==> src/hdl/kus_pkg.sv <==
`timescale 1ns / 1ps

package kus_pkg;

  localparam int DEPTH  = 16;
  localparam int KEY_W  = 32;
  localparam int VAL_W  = 32;
  localparam int ADDR_W = $clog2(DEPTH);
  localparam int OCC_W  = $clog2(DEPTH + 1);

  // stream widths, padded to whole bytes
  localparam int S_DATA_W = ((KEY_W + VAL_W + 7) / 8) * 8;
  localparam int M_DATA_W = ((KEY_W + VAL_W + OCC_W + 7) / 8) * 8;

  // func codes; code 3 is a no-op
  localparam logic [1:0] FUNC_PUSH = 2'd0;
  localparam logic [1:0] FUNC_POP  = 2'd1;
  localparam logic [1:0] FUNC_PEEK = 2'd2;

  // status codes
  localparam logic [1:0] STAT_OK    = 2'd0;
  localparam logic [1:0] STAT_DUP   = 2'd1;
  localparam logic [1:0] STAT_UNDER = 2'd2;
  localparam logic [1:0] STAT_OVER  = 2'd3;

  typedef enum logic [1:0] {
    S_IDLE,
    S_SCAN,
    S_TOP,
    S_RESP
  } state_t;

  typedef struct packed {
    logic [1:0]       func;
    logic [KEY_W-1:0] item_key;
    logic [VAL_W-1:0] item_value;
  } req_t;

  typedef struct packed {
    logic [1:0]       status;
    logic [KEY_W-1:0] top_key;
    logic [VAL_W-1:0] top_value;
    logic [OCC_W-1:0] occupancy;
  } res_t;

  typedef struct packed {
    logic              we;
    logic [ADDR_W-1:0] waddr;
    logic [KEY_W-1:0]  wkey;
    logic [VAL_W-1:0]  wval;
    logic [ADDR_W-1:0] raddr;
  } mem_req_t;

endpackage

==> src/hdl/kus_store.sv <==
`timescale 1ns / 1ps

module kus_store
  import kus_pkg::*;
(
  input  logic             clk,
  input  mem_req_t         mreq,
  output logic [KEY_W-1:0] rkey,
  output logic [VAL_W-1:0] rval
);

  logic [KEY_W-1:0] key_mem [DEPTH];
  logic [VAL_W-1:0] val_mem [DEPTH];

  always_ff @(posedge clk) begin
    if (mreq.we) begin
      key_mem[mreq.waddr] <= mreq.wkey;
      val_mem[mreq.waddr] <= mreq.wval;
    end
  end

  // registered read
  always_ff @(posedge clk) begin
    rkey <= key_mem[mreq.raddr];
    rval <= val_mem[mreq.raddr];
  end

endmodule

==> src/hdl/kus_seq.sv <==
`timescale 1ns / 1ps

module kus_seq
  import kus_pkg::*;
(
  input  logic             clk,
  input  logic             rst,
  input  logic             start,
  input  req_t             req,
  input  logic             out_free,
  input  logic [KEY_W-1:0] rkey,
  input  logic [VAL_W-1:0] rval,
  output logic             ready,
  output mem_req_t         mreq,
  output logic             res_valid,
  output res_t             res
);

  state_t           state, state_next;
  logic [OCC_W-1:0] fill;
  logic [OCC_W-1:0] idx;
  logic             cmp_v;
  req_t             cur;

  logic hit;
  logic scan_done;
  logic full;

  // single key comparator, fed by the scan read port
  assign hit       = cmp_v && (rkey == cur.item_key);
  assign scan_done = (idx == fill) && !cmp_v;
  assign full      = (fill == OCC_W'(DEPTH));

  always_comb begin
    state_next = state;
    unique case (state)
      S_IDLE: begin
        if (start) begin
          case (req.func)
            FUNC_PUSH:           state_next = S_SCAN;
            FUNC_POP, FUNC_PEEK: state_next = (fill == '0) ? S_RESP : S_TOP;
            default:             state_next = S_RESP;
          endcase
        end
      end
      S_SCAN: begin
        if (hit || scan_done) state_next = S_RESP;
      end
      S_TOP: state_next = S_RESP;
      S_RESP: begin
        if (out_free) state_next = S_IDLE;
      end
      default: state_next = S_IDLE;
    endcase
  end

  always_comb begin
    ready      = (state == S_IDLE);
    res_valid  = (state == S_RESP) && out_free;
    mreq.we    = (state == S_SCAN) && scan_done && !full;
    mreq.waddr = fill[ADDR_W-1:0];
    mreq.wkey  = cur.item_key;
    mreq.wval  = cur.item_value;
    // idle: prefetch the top slot; scan: walk the slots
    mreq.raddr = (state == S_SCAN) ? idx[ADDR_W-1:0] : ADDR_W'(fill - 1'b1);
  end

  always_ff @(posedge clk) begin
    if (rst) begin
      state <= S_IDLE;
      fill  <= '0;
      cmp_v <= 1'b0;
    end else begin
      state <= state_next;
      unique case (state)
        S_IDLE: begin
          cmp_v <= 1'b0;
          if (start) begin
            cur           <= req;
            idx           <= '0;
            res.status    <= STAT_OK;
            res.top_key   <= '0;
            res.top_value <= '0;
            res.occupancy <= fill;
            if ((req.func == FUNC_POP || req.func == FUNC_PEEK) && fill == '0) begin
              res.status <= STAT_UNDER;
            end
          end
        end
        S_SCAN: begin
          if (idx != fill) begin
            idx   <= idx + 1'b1;
            cmp_v <= 1'b1;
          end else begin
            cmp_v <= 1'b0;
          end
          if (hit) begin
            res.status <= STAT_DUP;
          end else if (scan_done) begin
            if (full) begin
              res.status <= STAT_OVER;
            end else begin
              fill          <= fill + 1'b1;
              res.occupancy <= fill + 1'b1;
            end
          end
        end
        S_TOP: begin
          res.top_key   <= rkey;
          res.top_value <= rval;
          if (cur.func == FUNC_POP) begin
            fill          <= fill - 1'b1;
            res.occupancy <= fill - 1'b1;
          end
        end
        S_RESP: begin
          cmp_v <= 1'b0;
        end
        default: begin
          cmp_v <= 1'b0;
        end
      endcase
    end
  end

endmodule

==> src/hdl/keyed_unique_stack_top.sv <==
`timescale 1ns / 1ps
// Keyed unique stack: LIFO of key/value pairs, push rejects a key already held.
// Push: the new key is compared against each entry held, then written if the stack is not full;
//   one stored key per cycle through one comparator, a duplicate stops the scan early.
// Pop, peek: accept, top read, result load; underflow and no-op skip the top read.
// m_tvalid rises with the result load; a held result stalls the next load.
// Reset (rst, synchronous, active high) empties the stack; store is not cleared.

module keyed_unique_stack_top
  import kus_pkg::*;
(
  input  logic                clk,
  input  logic                rst,
  // input items
  input  logic                s_tvalid,
  output logic                s_tready,
  input  logic [S_DATA_W-1:0] s_tdata,   // item_key, item_value
  input  logic [1:0]          s_tuser,   // func
  // result items
  output logic                m_tvalid,
  input  logic                m_tready,
  output logic [M_DATA_W-1:0] m_tdata,   // top_key, top_value, occupancy, zero pad
  output logic [1:0]          m_tuser    // status
);

  req_t             req;
  res_t             res;
  res_t             out_res;
  mem_req_t         mreq;
  logic             start;
  logic             out_free;
  logic             res_valid;
  logic [KEY_W-1:0] rkey;
  logic [VAL_W-1:0] rval;

  assign start          = s_tvalid && s_tready;
  assign req.func       = s_tuser;
  assign req.item_key   = s_tdata[KEY_W-1:0];
  assign req.item_value = s_tdata[KEY_W+VAL_W-1:KEY_W];

  // output register frees when empty or being taken this cycle
  assign out_free = !m_tvalid || m_tready;

  kus_seq u_seq (
    .clk       (clk),
    .rst       (rst),
    .start     (start),
    .req       (req),
    .out_free  (out_free),
    .rkey      (rkey),
    .rval      (rval),
    .ready     (s_tready),
    .mreq      (mreq),
    .res_valid (res_valid),
    .res       (res)
  );

  kus_store u_store (
    .clk  (clk),
    .mreq (mreq),
    .rkey (rkey),
    .rval (rval)
  );

  always_ff @(posedge clk) begin
    if (rst) begin
      m_tvalid <= 1'b0;
    end else if (res_valid) begin
      m_tvalid <= 1'b1;
    end else if (m_tready) begin
      m_tvalid <= 1'b0;
    end
  end

  always_ff @(posedge clk) begin
    if (res_valid) begin
      out_res <= res;
    end
  end

  assign m_tuser = out_res.status;
  assign m_tdata = M_DATA_W'({out_res.occupancy, out_res.top_value, out_res.top_key});

endmodule
==> config.mk <==
export PLATFORM = sky130hd
export DESIGN_NAME = keyed_unique_stack_top
export DESIGN_NICKNAME = d
export VERILOG_FILES = /design/src/hdl/kus_pkg.sv /design/src/hdl/kus_store.sv /design/src/hdl/kus_seq.sv /design/src/hdl/keyed_unique_stack_top.sv
export SDC_FILE = /design/constraint.sdc
export NUM_CORES = 1
export LEC_CHECK = 0
export ABC_AREA = 1
export BUFFER_PORTS_ARGS = -buffer_cell sky130_fd_sc_hd__buf_2
export CAP_MARGIN = 5
export CORE_MARGIN = 3
export CORE_UTILIZATION = 30
export CTS_CLUSTER_DIAMETER = 200
export DETAILED_ROUTE_END_ITERATION = 8
export MAX_ROUTING_LAYER = met4
export PLACE_DENSITY = 0.46
export SETUP_SLACK_MARGIN = 0.2
export SKIP_CTS_REPAIR_TIMING = 1
export SLEW_MARGIN = 15
export SYNTH_ARGS = -nofsm -noshare
export SYNTH_HDL_FRONTEND = slang
export SYNTH_HIERARCHICAL = 1
export SYNTH_SLANG_ARGS = --single-unit
==> constraint.sdc <==
create_clock -name clk -period 7.2 [get_ports clk]
set_clock_uncertainty 0.05 [all_clocks]
set_input_delay 0 -clock clk [delete_from_list [all_inputs] [get_ports clk]]
set_output_delay 0 -clock clk [all_outputs]
set_load 0.02 [all_outputs]
* Yosys cells after proc, flatten, opt, wreduce, memory -nomap -nowiden *
Memory sizes are Yosys's and may differ from the RTL's. A register that Yosys moved wholly into a read port is not among the register bits.
Cells that the tools add are included.

storage, ports and cells
  bits in registers = 222
  output and inout bits = 76
  bits in writable memories = 1024
  memories kept = 2
  word-level logic and storage cells = 102

memories
  name             words  width  rd ports  clocked after Yosys merged registers in  write ports  RTL line         text
  u_store.key_mem  16     32     1         1                                        1            kus_store.sv:12  logic [KEY_W-1:0] key_mem [DEPTH];
  u_store.val_mem  16     32     1         1                                        1            kus_store.sv:13  logic [VAL_W-1:0] val_mem [DEPTH];

cells by class
  muxes and demuxes = 29
  reductions and logical operators = 31
  add/subtract/negate cells = 3
  equality and inequality tests = 20
  bitwise gates (word level) = 1

operators with widths
  cell                                                   count
  case mux 64 bit (2 select lines)                       1
  2-to-1 mux 71 bit                                      1
  == test 32 bit                                         1
  2-to-1 mux 5 bit                                       6
  case mux 5 bit (2 select lines)                        2
  case mux 5 bit (3 select lines)                        1
  2-to-1 mux 2 bit                                       7
  adder 5 x 1 -> 5 bit, second input constant            2
  inequality test 2 x 1 -> 1 bit, second input constant  5
  AND reduction 5 bit                                    2
  nonzero test 2 bit                                     5
  AND reduction 3 bit                                    3
  case mux 2 bit (2 select lines)                        2
  case mux 2 bit (4 select lines)                        1
  logical AND 1 bit                                      7
  AND reduction 7 bit                                    1
  == test 2 x 1 -> 1 bit, second input constant          3
  == test 2 bit, second input constant                   3
  2-to-1 mux 1 bit                                       6
  inequality test 2 bit, second input constant           3
  inequality test 3 x 1 -> 1 bit, second input constant  2
  == test 5 bit                                          1
  == test 5 bit, second input constant                   1
  zero test 5 bit                                        1
  other kinds (11)                                       17

* Logic depth before layout (Yosys ltp) *
Gate-level depths: netlist (run 1).

  depth after elaboration = 6
  depth in mapped cells = 17
  depth with buffers taken out = 13

* Cells and area by module *
The synthesis (run 1) kept the hierarchy.

by module, submodules not included
  module                  instances  area each (µm²)  cells an instance
  kus_store               1          45162.1          4212
  kus_seq                 1          6952.9           660
  keyed_unique_stack_top  1          2208.4           82

* Worst setup path before layout (run 1) *
No wires, ideal clock.

  path type = register to register
  start = reg u_seq.state[0]
  end = reg u_seq/res[10] (netlist name)
  buffers on the path = 0
  library setup time = 507 ps
  stages on the path, launching flop included = 9
  path slack = 2391 ps
  period minus slack after synthesis = 4809 ps
  required time = 6643 ps
  data arrival time = 4252 ps
  path through = dfxtp_1 -> inv_1 -> ha_1 -> nand2_1 -> inv_1 -> nor2_1 -> nor2_1 -> inv_1 -> a21oi_1

between the ends
  word-level cells in the longest chain between the ends = 4

ends and longest elaborated chain
  what                                      RTL line                      text
  from (decl)                               kus_seq.sv:19                 state_t state, state_next;
  from (signal assigned)                    kus_seq.sv:74                 state <= state_next;
  zero test 2 bit                           kus_seq.sv:58                 ready = (state == S_IDLE);
  named net s_tready                        keyed_unique_stack_top.sv:16  output logic s_tready,
  logical AND 1 bit                         keyed_unique_stack_top.sv:36  assign start = s_tvalid && s_tready;
  named net start                           keyed_unique_stack_top.sv:30  logic start;
  inequality test 2 x 1 -> 1 bit (no line)  n/a
  AND reduction 3 bit (no line)             n/a

The timed path passes the listed nets, and every way through them passes these cells.
A chain may end at the register's enable or synchronous reset.

==> results of run 1 <==
[logic make-up (layout without fill, tap and decap cells)]
logic type	Yosys count	after routing
simple gates	2357	2357
xor+xnor	20	20
compound gates	44	44
flops	1310	1310
fa+ha+maj	14	14
other cells	1	3
mux	1	1
buf+inv	1207	1513
[how the worst min path moves through the flow]
stage / start / endpoint / slack (ps) / cells past startpoint
after detailed placement: s_tdata[32] / u_seq/mreq[4] / 130 / 1
after global routing: s_tdata[47] / u_seq/mreq[19] / 5 / 2
after global placement: s_tdata[0] / u_seq/mreq[36] / 130 / 1
after floorplan: rst / m_tvalid / 10 / 1
after CTS: s_tdata[22] / u_seq/mreq[58] / -730 / 1
final: s_tdata[45] / u_seq/mreq[17] / 8 / 2
[worst register-to-register path, stage by stage (launching register included)]
cell	delay, ps
sky130_fd_sc_hd__dfxtp_1	460
sky130_fd_sc_hd__inv_1	120
sky130_fd_sc_hd__ha_1	370
sky130_fd_sc_hd__inv_1	530
sky130_fd_sc_hd__nor2_1	170
sky130_fd_sc_hd__a21oi_4	300
sky130_fd_sc_hd__buf_4	740
sky130_fd_sc_hd__buf_12	880
sky130_fd_sc_hd__nand2_1	200
sky130_fd_sc_hd__nand3_1	120
sky130_fd_sc_hd__nand3_1	100
sky130_fd_sc_hd__nand3_1	160
sky130_fd_sc_hd__nand2_1	80
[final cells by class]
class	count	area [um^2]
tap	2355	2950
timing repair buffer	327	2600
clock inverter	59	602
inverter	913	3460
clock buffer	214	4100
sequential	1310	38600
multi-input combinational	2439	10700
fill	17725	116000
[flip-flops by register name (all words and copies together) (netlist names)]
register / flops
m_tuser: 2
u_store/rkey: 32
u_seq/idx: 5
u_store/val_mem: 512
m_tdata: 69
u_seq/mreq: 64
u_seq/res: 71
u_store/rval: 32
u_store/key_mem: 512
m_tvalid: 1
u_seq/cur: 2
u_seq/fill: 5
u_seq/cmp_v: 1
u_seq/state: 2
[per-layer routing]
| layer | GRT usage, % | vias up | wire (um) |
|---|---|---|---|
| li1 | - | 16306 | - |
| met1 | 20.5 | 16498 | 66000 |
| met2 | 26.5 | 687 | 71000 |
| met3 | 2.45 | 202 | 5900 |
| met4 | 4.17 | 0 | 3200 |
| met5 | - | - | 0 |
[metrics by stage]
step                      cells  power [W]  setup slack, ps
after floorplan            4956     0.0159             2390
after global placement     7209     0.0190             2860
after detailed placement   7209     0.0191             2760
after CTS                  7482     0.0265             2740
after global routing       7617     0.0278             2470
final                      7617     0.0261             2780
[cell usage in the layout (no fill, tap or decap), types with 3 or more instances in the layout]
cell,netlist,routed
sky130_fd_sc_hd__ha_1,14,13
sky130_fd_sc_hd__xnor2_1,9,9
sky130_fd_sc_hd__dlygate4sd3_1,0,135
sky130_fd_sc_hd__nor2_1,58,41
sky130_fd_sc_hd__or2_2,3,3
sky130_fd_sc_hd__clkbuf_16,0,151
sky130_fd_sc_hd__nor2_4,1,18
sky130_fd_sc_hd__edfxtp_1,1237,1237
sky130_fd_sc_hd__clkinv_8,0,6
sky130_fd_sc_hd__a21oi_4,0,3
sky130_fd_sc_hd__buf_2,127,142
sky130_fd_sc_hd__nand3_1,783,783
sky130_fd_sc_hd__inv_1,908,906
sky130_fd_sc_hd__conb_1,1,3
sky130_fd_sc_hd__clkinv_1,0,18
sky130_fd_sc_hd__dfxtp_1,73,73
sky130_fd_sc_hd__inv_6,0,5
sky130_fd_sc_hd__clkinv_2,0,14
sky130_fd_sc_hd__a21oi_1,13,10
sky130_fd_sc_hd__nand2_1,1503,1503
sky130_fd_sc_hd__buf_12,0,13
sky130_fd_sc_hd__xor2_1,11,11
sky130_fd_sc_hd__clkinvlp_4,0,7
sky130_fd_sc_hd__clkbuf_1,25,55
sky130_fd_sc_hd__bufinv_16,0,9
sky130_fd_sc_hd__buf_4,102,37
sky130_fd_sc_hd__clkbuf_8,0,8
sky130_fd_sc_hd__o21ai_0,25,23
[power groups by stage]
stage	Combinational (W)	Sequential (W)	Clock (W)
2_1_floorplan	0.00648	0.00946	0
3_3_place_gp	0.00934	0.00971	0
3_5_place_dp	0.00936	0.00970	0
4_1_cts	0.00937	0.00955	0.00754
5_1_grt	0.0103	0.00959	0.00784
6_report	0.00926	0.00952	0.00732
==> reports/qor.json, run 1 <==
{
  "arrival": {"value": 5020, "unit": "ps"},
  "die_w": {"value": 432, "unit": "um"},
  "dominantRegCellSynth": {"value": "sky130_fd_sc_hd__edfxtp_1"},
  "syn_area": {"value": 54300, "unit": "um^2"},
  "timing.slew.headroom": {"value": 23.9, "unit": "%"},
  "synth_async_sr_flop_share": {"value": 0, "unit": "%"},
  "postSynthCellCount": {"value": 4954},
  "synth_largest_area_cell": {"value": "sky130_fd_sc_hd__edfxtp_1"},
  "synth_top_family_by_area": {"value": "simple AND/OR/NAND/NOR gates"},
  "crit-reg2reg-launch": {"value": "u_seq/state[1]"},
  "design_area": {"value": 63000, "unit": "um^2"},
  "worst_setup_path_endpoint": {"value": "u_store/rval[12]"},
  "run_status": {"value": "complete, no violations"},
  "post_synth.cell_area_avg": {"value": 11.0, "unit": "um^2"},
  "layout-drive-gt1-share": {"value": 8.21, "unit": "%"},
  "post_synth_num_cell_types": {"value": 35},
  "synth.area.mux_share": {"value": 0.0184, "unit": "%"},
  "vdd_drop_max": {"value": 1.07, "unit": "mV"},
  "p_leak": {"value": 26.1, "unit": "nW"},
  "synth_largest_type_area_fraction": {"value": 68.4, "unit": "%"},
  "synth-edff-count": {"value": 1237},
  "finalCoreUtilization": {"value": 35.1, "unit": "%"},
  "clock_tree.buffer_depth": {"value": 3},
  "post-route-period-util": {"value": 61.4, "unit": "%"},
  "synthXorXnorAreaFrac": {"value": 0.322, "unit": "%"},
  "criticalPathCategory": {"value": "flip-flop to flip-flop"},
  "drc_errors": {"value": 0},
  "synth_seq_cells": {"value": 1310},
  "grt_overflow_total": {"value": 0},
  "design.final.nets": {"value": 5222},
  "floorplan.die_area": {"value": 186000, "unit": "um^2"},
  "hold-worst-slack": {"value": 8.30, "unit": "ps"},
  "area_post_placement": {"value": 56900, "unit": "um^2"},
  "postRouteAntennaNets": {"value": 0},
  "clockRootBuffer": {"value": "sky130_fd_sc_hd__clkbuf_16"},
  "tritoncts": {"value": "built"},
  "num_rows": {"value": 155},
  "worst-r2r-cell-count": {"value": 12},
  "clk_transition_reported_paths": {"value": 60, "unit": "ps"},
  "switching_share": {"value": 39.1, "unit": "%"},
  "grt_antenna_before_repair": {"value": 3},
  "cpMaxStageDelayCell": {"value": "sky130_fd_sc_hd__buf_12"},
  "critical_path_peak_fanout": {"value": 206},
  "via_density_per_instance": {"value": 4.42},
  "core_region_area": {"value": 179000, "unit": "um^2"},
  "clock_sink_count": {"value": 1310},
  "drt_first_iter_violations": {"value": 2475},
  "numCtsBuffers": {"value": 147},
  "worstSetupEndpointType": {"value": "flip-flop"},
  "hold_violations": {"value": 0},
  "netSwitchingPower": {"value": 0.0102, "unit": "W"},
  "globalRouteTotalUtil": {"value": 16.0, "unit": "%"},
  "dr_total_vias": {"value": 33693},
  "power-per-cell-area": {"value": 414, "unit": "nW/um^2"},
  "initial_utilization": {"value": 30.3, "unit": "%"},
  "dp_hpwl": {"value": 69.8, "unit": "mm"},
  "insertion_delay": {"value": 780, "unit": "ps"},
  "cp_peak_stage_delay": {"value": 830, "unit": "ps"},
  "ctsHtreeMaxLevel": {"value": 4},
  "numPortBuffers": {"value": 142},
  "drtPass1Iterations": {"value": 5},
  "critPathBufInv": {"value": 4},
  "crit_path_start_kind": {"value": "flip-flop"},
  "route.detailed.wl_per_inst": {"value": 19.2, "unit": "um"},
  "cell_internal_pwr": {"value": 0.0159, "unit": "W"},
  "io-pin-count": {"value": 146},
  "yosys_warnings": {"value": 6},
  "power_frac_seq": {"value": 36.5, "unit": "%"},
  "cp-startpoint": {"value": "u_seq/state[1]"},
  "max_cap_viol_count": {"value": 0},
  "pwr-share-clk": {"value": 28.0, "unit": "%"},
  "kind_of_path_behind_the_tightest_hold_check": {"value": "input pin to flip-flop"},
  "clock.fmax": {"value": 226, "unit": "MHz"},
  "gp_congestion": {"value": 0.753},
  "synth_seq_area_share": {"value": 71.1, "unit": "%"},
  "synth_simple_gate_area_share": {"value": 18.2, "unit": "%"},
  "timing.rr.end": {"value": "u_store/rval[12]"},
  "crit_path_cell_trace": {"value": "inv_1 > ha_1 > inv_1 > nor2_1 > a21oi_4 > buf_4 > buf_12 > nand2_1 > nand3_1 > nand3_1 > nand3_1 > nand2_1"},
  "global_route_wire_length_before_repair": {"value": 216, "unit": "mm"},
  "wl": {"value": 146, "unit": "mm"},
  "insertedDiodeCount": {"value": 0},
  "final-setup-viol-count": {"value": 0},
  "maxSlewViolCount": {"value": 0},
  "cp_common_cell": {"value": "sky130_fd_sc_hd__nand3_1"},
  "most_instantiated_library_cell_after_synthesis": {"value": "sky130_fd_sc_hd__nand2_1"},
  "critical_path_cell_count": {"value": 12},
  "chip_height": {"value": 432, "unit": "um"},
  "critical_path_required": {"value": 7800, "unit": "ps"},
  "tightestPinTransition": {"value": 1140, "unit": "ps"},
  "final.setup.tns": {"value": 0, "unit": "ps"},
  "unrepaired_setup_endpoints_after_global_routing": {"value": "false"},
  "worst_r2r_setup_slack": {"value": 2780, "unit": "ps"},
  "first_global_vias": {"value": 32292},
  "netlist_top_cells_count": {"value": "sky130_fd_sc_hd__nand2_1, sky130_fd_sc_hd__edfxtp_1, sky130_fd_sc_hd__inv_1"},
  "area.growth.synth_to_final": {"value": 15.9, "unit": "%"},
  "synth_compound_area_share": {"value": 0.426, "unit": "%"},
  "cpLargestDelayFamily": {"value": "buffers and inverters"},
  "post_synth_main_area_contributors": {"value": "sky130_fd_sc_hd__edfxtp_1, sky130_fd_sc_hd__nand2_1, sky130_fd_sc_hd__nand3_1"},
  "largest_net_degree_at_the_start_of_global_routing": {"value": 234},
  "yosys.area_share.adder": {"value": 0.322, "unit": "%"},
  "min_period": {"value": 4420, "unit": "ps"},
  "comb_power_share": {"value": 35.5, "unit": "%"}
}
Note: power is estimated with default switching activity, not from simulation.
==> run 2, diff against run 1 <==
--- a/config.mk
+++ b/config.mk
@@ -13,7 +13,7 @@
 export CTS_CLUSTER_DIAMETER = 200
 export DETAILED_ROUTE_END_ITERATION = 8
 export MAX_ROUTING_LAYER = met4
-export PLACE_DENSITY = 0.46
+export PLACE_DENSITY = 0.48
 export SETUP_SLACK_MARGIN = 0.2
 export SKIP_CTS_REPAIR_TIMING = 1
 export SLEW_MARGIN = 15
==> constraint.sdc (replaced) <==
create_clock -name clk -period 3.9 [get_ports clk]
set_clock_uncertainty 0.05 [all_clocks]
set_input_delay 0 -clock clk [delete_from_list [all_inputs] [get_ports clk]]
set_output_delay 0 -clock clk [all_outputs]
set_load 0.02 [all_outputs]
==> reports/qor.json, run 2 (same netlist as run 1, synthesis figures left out) <==
{
  "most_common_cell_after_layout_fill_and_taps_aside": {"value": "sky130_fd_sc_hd__nand2_1"},
  "dp_hpwl": {"value": 79.4, "unit": "mm", "change": "+14%"},
  "ctsHtreeMaxLevel": {"value": 4, "change": "unchanged"},
  "layout-drive-gt1-share": {"value": 9.75, "unit": "%", "change": "+1.5 points"},
  "die_w": {"value": 432, "unit": "um", "change": "unchanged"},
  "worst_r2r_setup_slack": {"value": 560, "unit": "ps", "change": "-2210 ps"},
  "cpLargestDelayFamily": {"value": "simple AND/OR/NAND/NOR gates"},
  "numCtsBuffers": {"value": 146, "change": "-0.68%"},
  "postRouteAntennaNets": {"value": 0, "change": "unchanged"},
  "mostFrequentLayoutCells": {"value": "sky130_fd_sc_hd__nand2_1, sky130_fd_sc_hd__edfxtp_1, sky130_fd_sc_hd__inv_1"},
  "core_region_area": {"value": 179000, "unit": "um^2", "change": "unchanged"},
  "hold_violations": {"value": 0, "change": "unchanged"},
  "area.growth.synth_to_final": {"value": 18.3, "unit": "%"},
  "critical_path_required": {"value": 4300, "unit": "ps", "change": "-3500 ps"},
  "drc_errors": {"value": 0, "change": "unchanged"},
  "numPortBuffers": {"value": 142, "change": "unchanged"},
  "run_status": {"value": "complete, no violations"},
  "final-setup-viol-count": {"value": 0, "change": "unchanged"},
  "insertion_delay": {"value": 770, "unit": "ps", "change": "about the same"},
  "reg.largest.list": {"value": "u_store/key_mem (512), u_store/val_mem (512), u_seq/res (71)"},
  "min_period": {"value": 3340, "unit": "ps", "change": "-1090 ps"},
  "area_post_placement": {"value": 58100, "unit": "um^2", "change": "+2.0%"},
  "clock_tree.buffer_depth": {"value": 3, "change": "unchanged"},
  "critical_path_peak_fanout": {"value": 21, "change": "-90%"},
  "hold-worst-slack": {"value": 216, "unit": "ps", "change": "+208 ps"},
  "cpMaxStageDelayCell": {"value": "sky130_fd_sc_hd__nor2_4"},
  "crit_path_cell_trace": {"value": "inv_2 > ha_1 > nor3b_1 > nand2_1 > nand2_1 > nor3_1 > buf_4 > nand3_1 > nor2_4 > buf_12"},
  "globalRouteTotalUtil": {"value": 15.6, "unit": "%", "change": "-0.40 points"},
  "design.final.nets": {"value": 5305, "change": "+1.6%"},
  "power-per-cell-area": {"value": 770, "unit": "nW/um^2", "change": "+86%"},
  "first_global_vias": {"value": 32622, "change": "+1.0%"},
  "chip_height": {"value": 432, "unit": "um", "change": "unchanged"},
  "arrival": {"value": 3740, "unit": "ps", "change": "-1280 ps"},
  "criticalPathCategory": {"value": "flip-flop to flip-flop"},
  "crit_path_start_kind": {"value": "flip-flop"},
  "clock_sink_count": {"value": 1310, "change": "unchanged"},
  "clk_transition_reported_paths": {"value": 50, "unit": "ps", "change": "about the same"},
  "worst_setup_path_endpoint": {"value": "u_store/val_mem[7][13]"},
  "global_route_wire_length_before_repair": {"value": 212, "unit": "mm", "change": "-1.7%"},
  "tightestPinTransition": {"value": 821, "unit": "ps", "change": "-318 ps"},
  "route.detailed.wl_per_inst": {"value": 18.4, "unit": "um", "change": "-3.9%"},
  "wl": {"value": 142, "unit": "mm", "change": "-2.8%"},
  "drtPass1Iterations": {"value": 6, "change": "+1"},
  "clock.fmax": {"value": 300, "unit": "MHz", "change": "+33%"},
  "instances_no_fill": {"value": 7702, "change": "+1.1%"},
  "vdd_drop_max": {"value": 1.02, "unit": "mV", "change": "-4.9%"},
  "gp_congestion": {"value": 0.777, "change": "+3.3%"},
  "cp_common_cell": {"value": "sky130_fd_sc_hd__nand2_1"},
  "dr_total_vias": {"value": 34002, "change": "+0.92%"},
  "cp_peak_stage_delay": {"value": 650, "unit": "ps", "change": "-180 ps"},
  "floorplan.die_area": {"value": 186000, "unit": "um^2", "change": "unchanged"},
  "critPathBufInv": {"value": 3, "change": "-1"},
  "p_leak": {"value": 26.8, "unit": "nW", "change": "+2.4%"},
  "tritoncts": {"value": "built"},
  "post-route-period-util": {"value": 85.5, "unit": "%", "change": "+24 points"},
  "drt_first_iter_violations": {"value": 2380, "change": "-3.8%"},
  "placedCellCount": {"value": 7291, "change": "+1.1%"},
  "timing.slew.headroom": {"value": 45.2, "unit": "%", "change": "+21 points"},
  "setup_slack": {"value": 565, "unit": "ps", "change": "-2210 ps"},
  "clockRootBuffer": {"value": "sky130_fd_sc_hd__clkbuf_16"},
  "initial_utilization": {"value": 30.3, "unit": "%", "change": "unchanged"},
  "crit-reg2reg-launch": {"value": "u_seq/fill[0]"},
  "detailedPlace.worstSlack": {"value": 572, "unit": "ps", "change": "-2190 ps"},
  "grt_antenna_before_repair": {"value": 5, "change": "+2"},
  "num_rows": {"value": 155, "change": "unchanged"},
  "design_area": {"value": 64200, "unit": "um^2", "change": "+2.0%"},
  "timing.rr.end": {"value": "u_store/val_mem[7][13]"},
  "kind_of_path_behind_the_tightest_hold_check": {"value": "input pin to flip-flop"},
  "via_density_per_instance": {"value": 4.41, "change": "-0.20%"},
  "max_cap_viol_count": {"value": 0, "change": "unchanged"},
  "worstSetupEndpointType": {"value": "flip-flop"},
  "largest_net_degree_at_the_start_of_global_routing": {"value": 99, "change": "-58%"},
  "worst-r2r-cell-count": {"value": 10, "change": "-2"},
  "maxSlewViolCount": {"value": 0, "change": "unchanged"},
  "cp-startpoint": {"value": "u_seq/fill[0]"},
  "grt_overflow_total": {"value": 0, "change": "unchanged"},
  "io-pin-count": {"value": 146, "change": "unchanged"},
  "unrepaired_setup_endpoints_after_global_routing": {"value": "false"},
  "final.setup.tns": {"value": 0, "unit": "ps", "change": "unchanged"},
  "critical_path_cell_count": {"value": 10, "change": "-2"}
}
[run 2: cell count changes in the layout (fill, tap and decap cells not counted), sizes merged]
cell / delta
buf: +82
clkinv: +5
clkinvlp: -5
diode: +5
clkbuf: -4
dlygate4sd3: +2
[run 2: worst min-delay path by stage]
stage	start	end	slack, ps	cells past startpoint
final	rst	u_seq/state[1]	220	5
after CTS	s_tdata[21]	u_seq/mreq[57]	-720	1
after detailed placement	s_tdata[50]	u_seq/mreq[22]	130	1
after global placement	s_tdata[16]	u_seq/mreq[52]	130	1
after global routing	rst	u_seq/mreq[55]	200	3
after floorplan	rst	m_tvalid	10	1
[run 2: layout make-up]
| class | count | area (um^2) |
|---|---|---|
| tap | 2355 | 2950 |
| clock inverter | 59 | 599 |
| inverter | 913 | 3460 |
| fill | 17594 | 115000 |
| sequential | 1310 | 38600 |
| timing repair buffer | 411 | 3790 |
| antenna | 5 | 12.5 |
| multi-input combinational | 2439 | 10700 |
| clock buffer | 210 | 4160 |
[run 2: worst reg2reg max path, cell delays in order (launching register included)]
cell and delay [ps]:
sky130_fd_sc_hd__dfxtp_1 570, sky130_fd_sc_hd__inv_2 150, sky130_fd_sc_hd__ha_1 220, sky130_fd_sc_hd__nor3b_1 160, sky130_fd_sc_hd__nand2_1 130, sky130_fd_sc_hd__nand2_1 80
sky130_fd_sc_hd__nor3_1 200, sky130_fd_sc_hd__buf_4 170, sky130_fd_sc_hd__nand3_1 340, sky130_fd_sc_hd__nor2_4 650, sky130_fd_sc_hd__buf_12 300
[run 2: power by group]
part / total (W) / internal [W] / switching (W)
sequential: 0.0177 / 0.0168 / 0.000906
clock: 0.0136 / 0.00803 / 0.00559
combinational: 0.0182 / 0.00553 / 0.0126
[run 2: layer usage]
layer / vias up / share of wire, % / global-route usage (%)
li1: 16490 / - / -
met2: 767 / 47 / 24.7
met4: 0 / 2.5 / 4.61
met3: 189 / 4.4 / 2.72
met1: 16556 / 46 / 20.5
met5: - / 0 / -
[run 2: metrics by stage]
stage / total power, W / util (%)
6_report: 0.0495 / 35.9
5_1_grt: 0.0525 / 35.8
4_1_cts: 0.0501 / 35.1
3_5_place_dp: 0.0362 / 32.4
3_3_place_gp: 0.0362 / 32.4
2_1_floorplan: 0.0294 / -
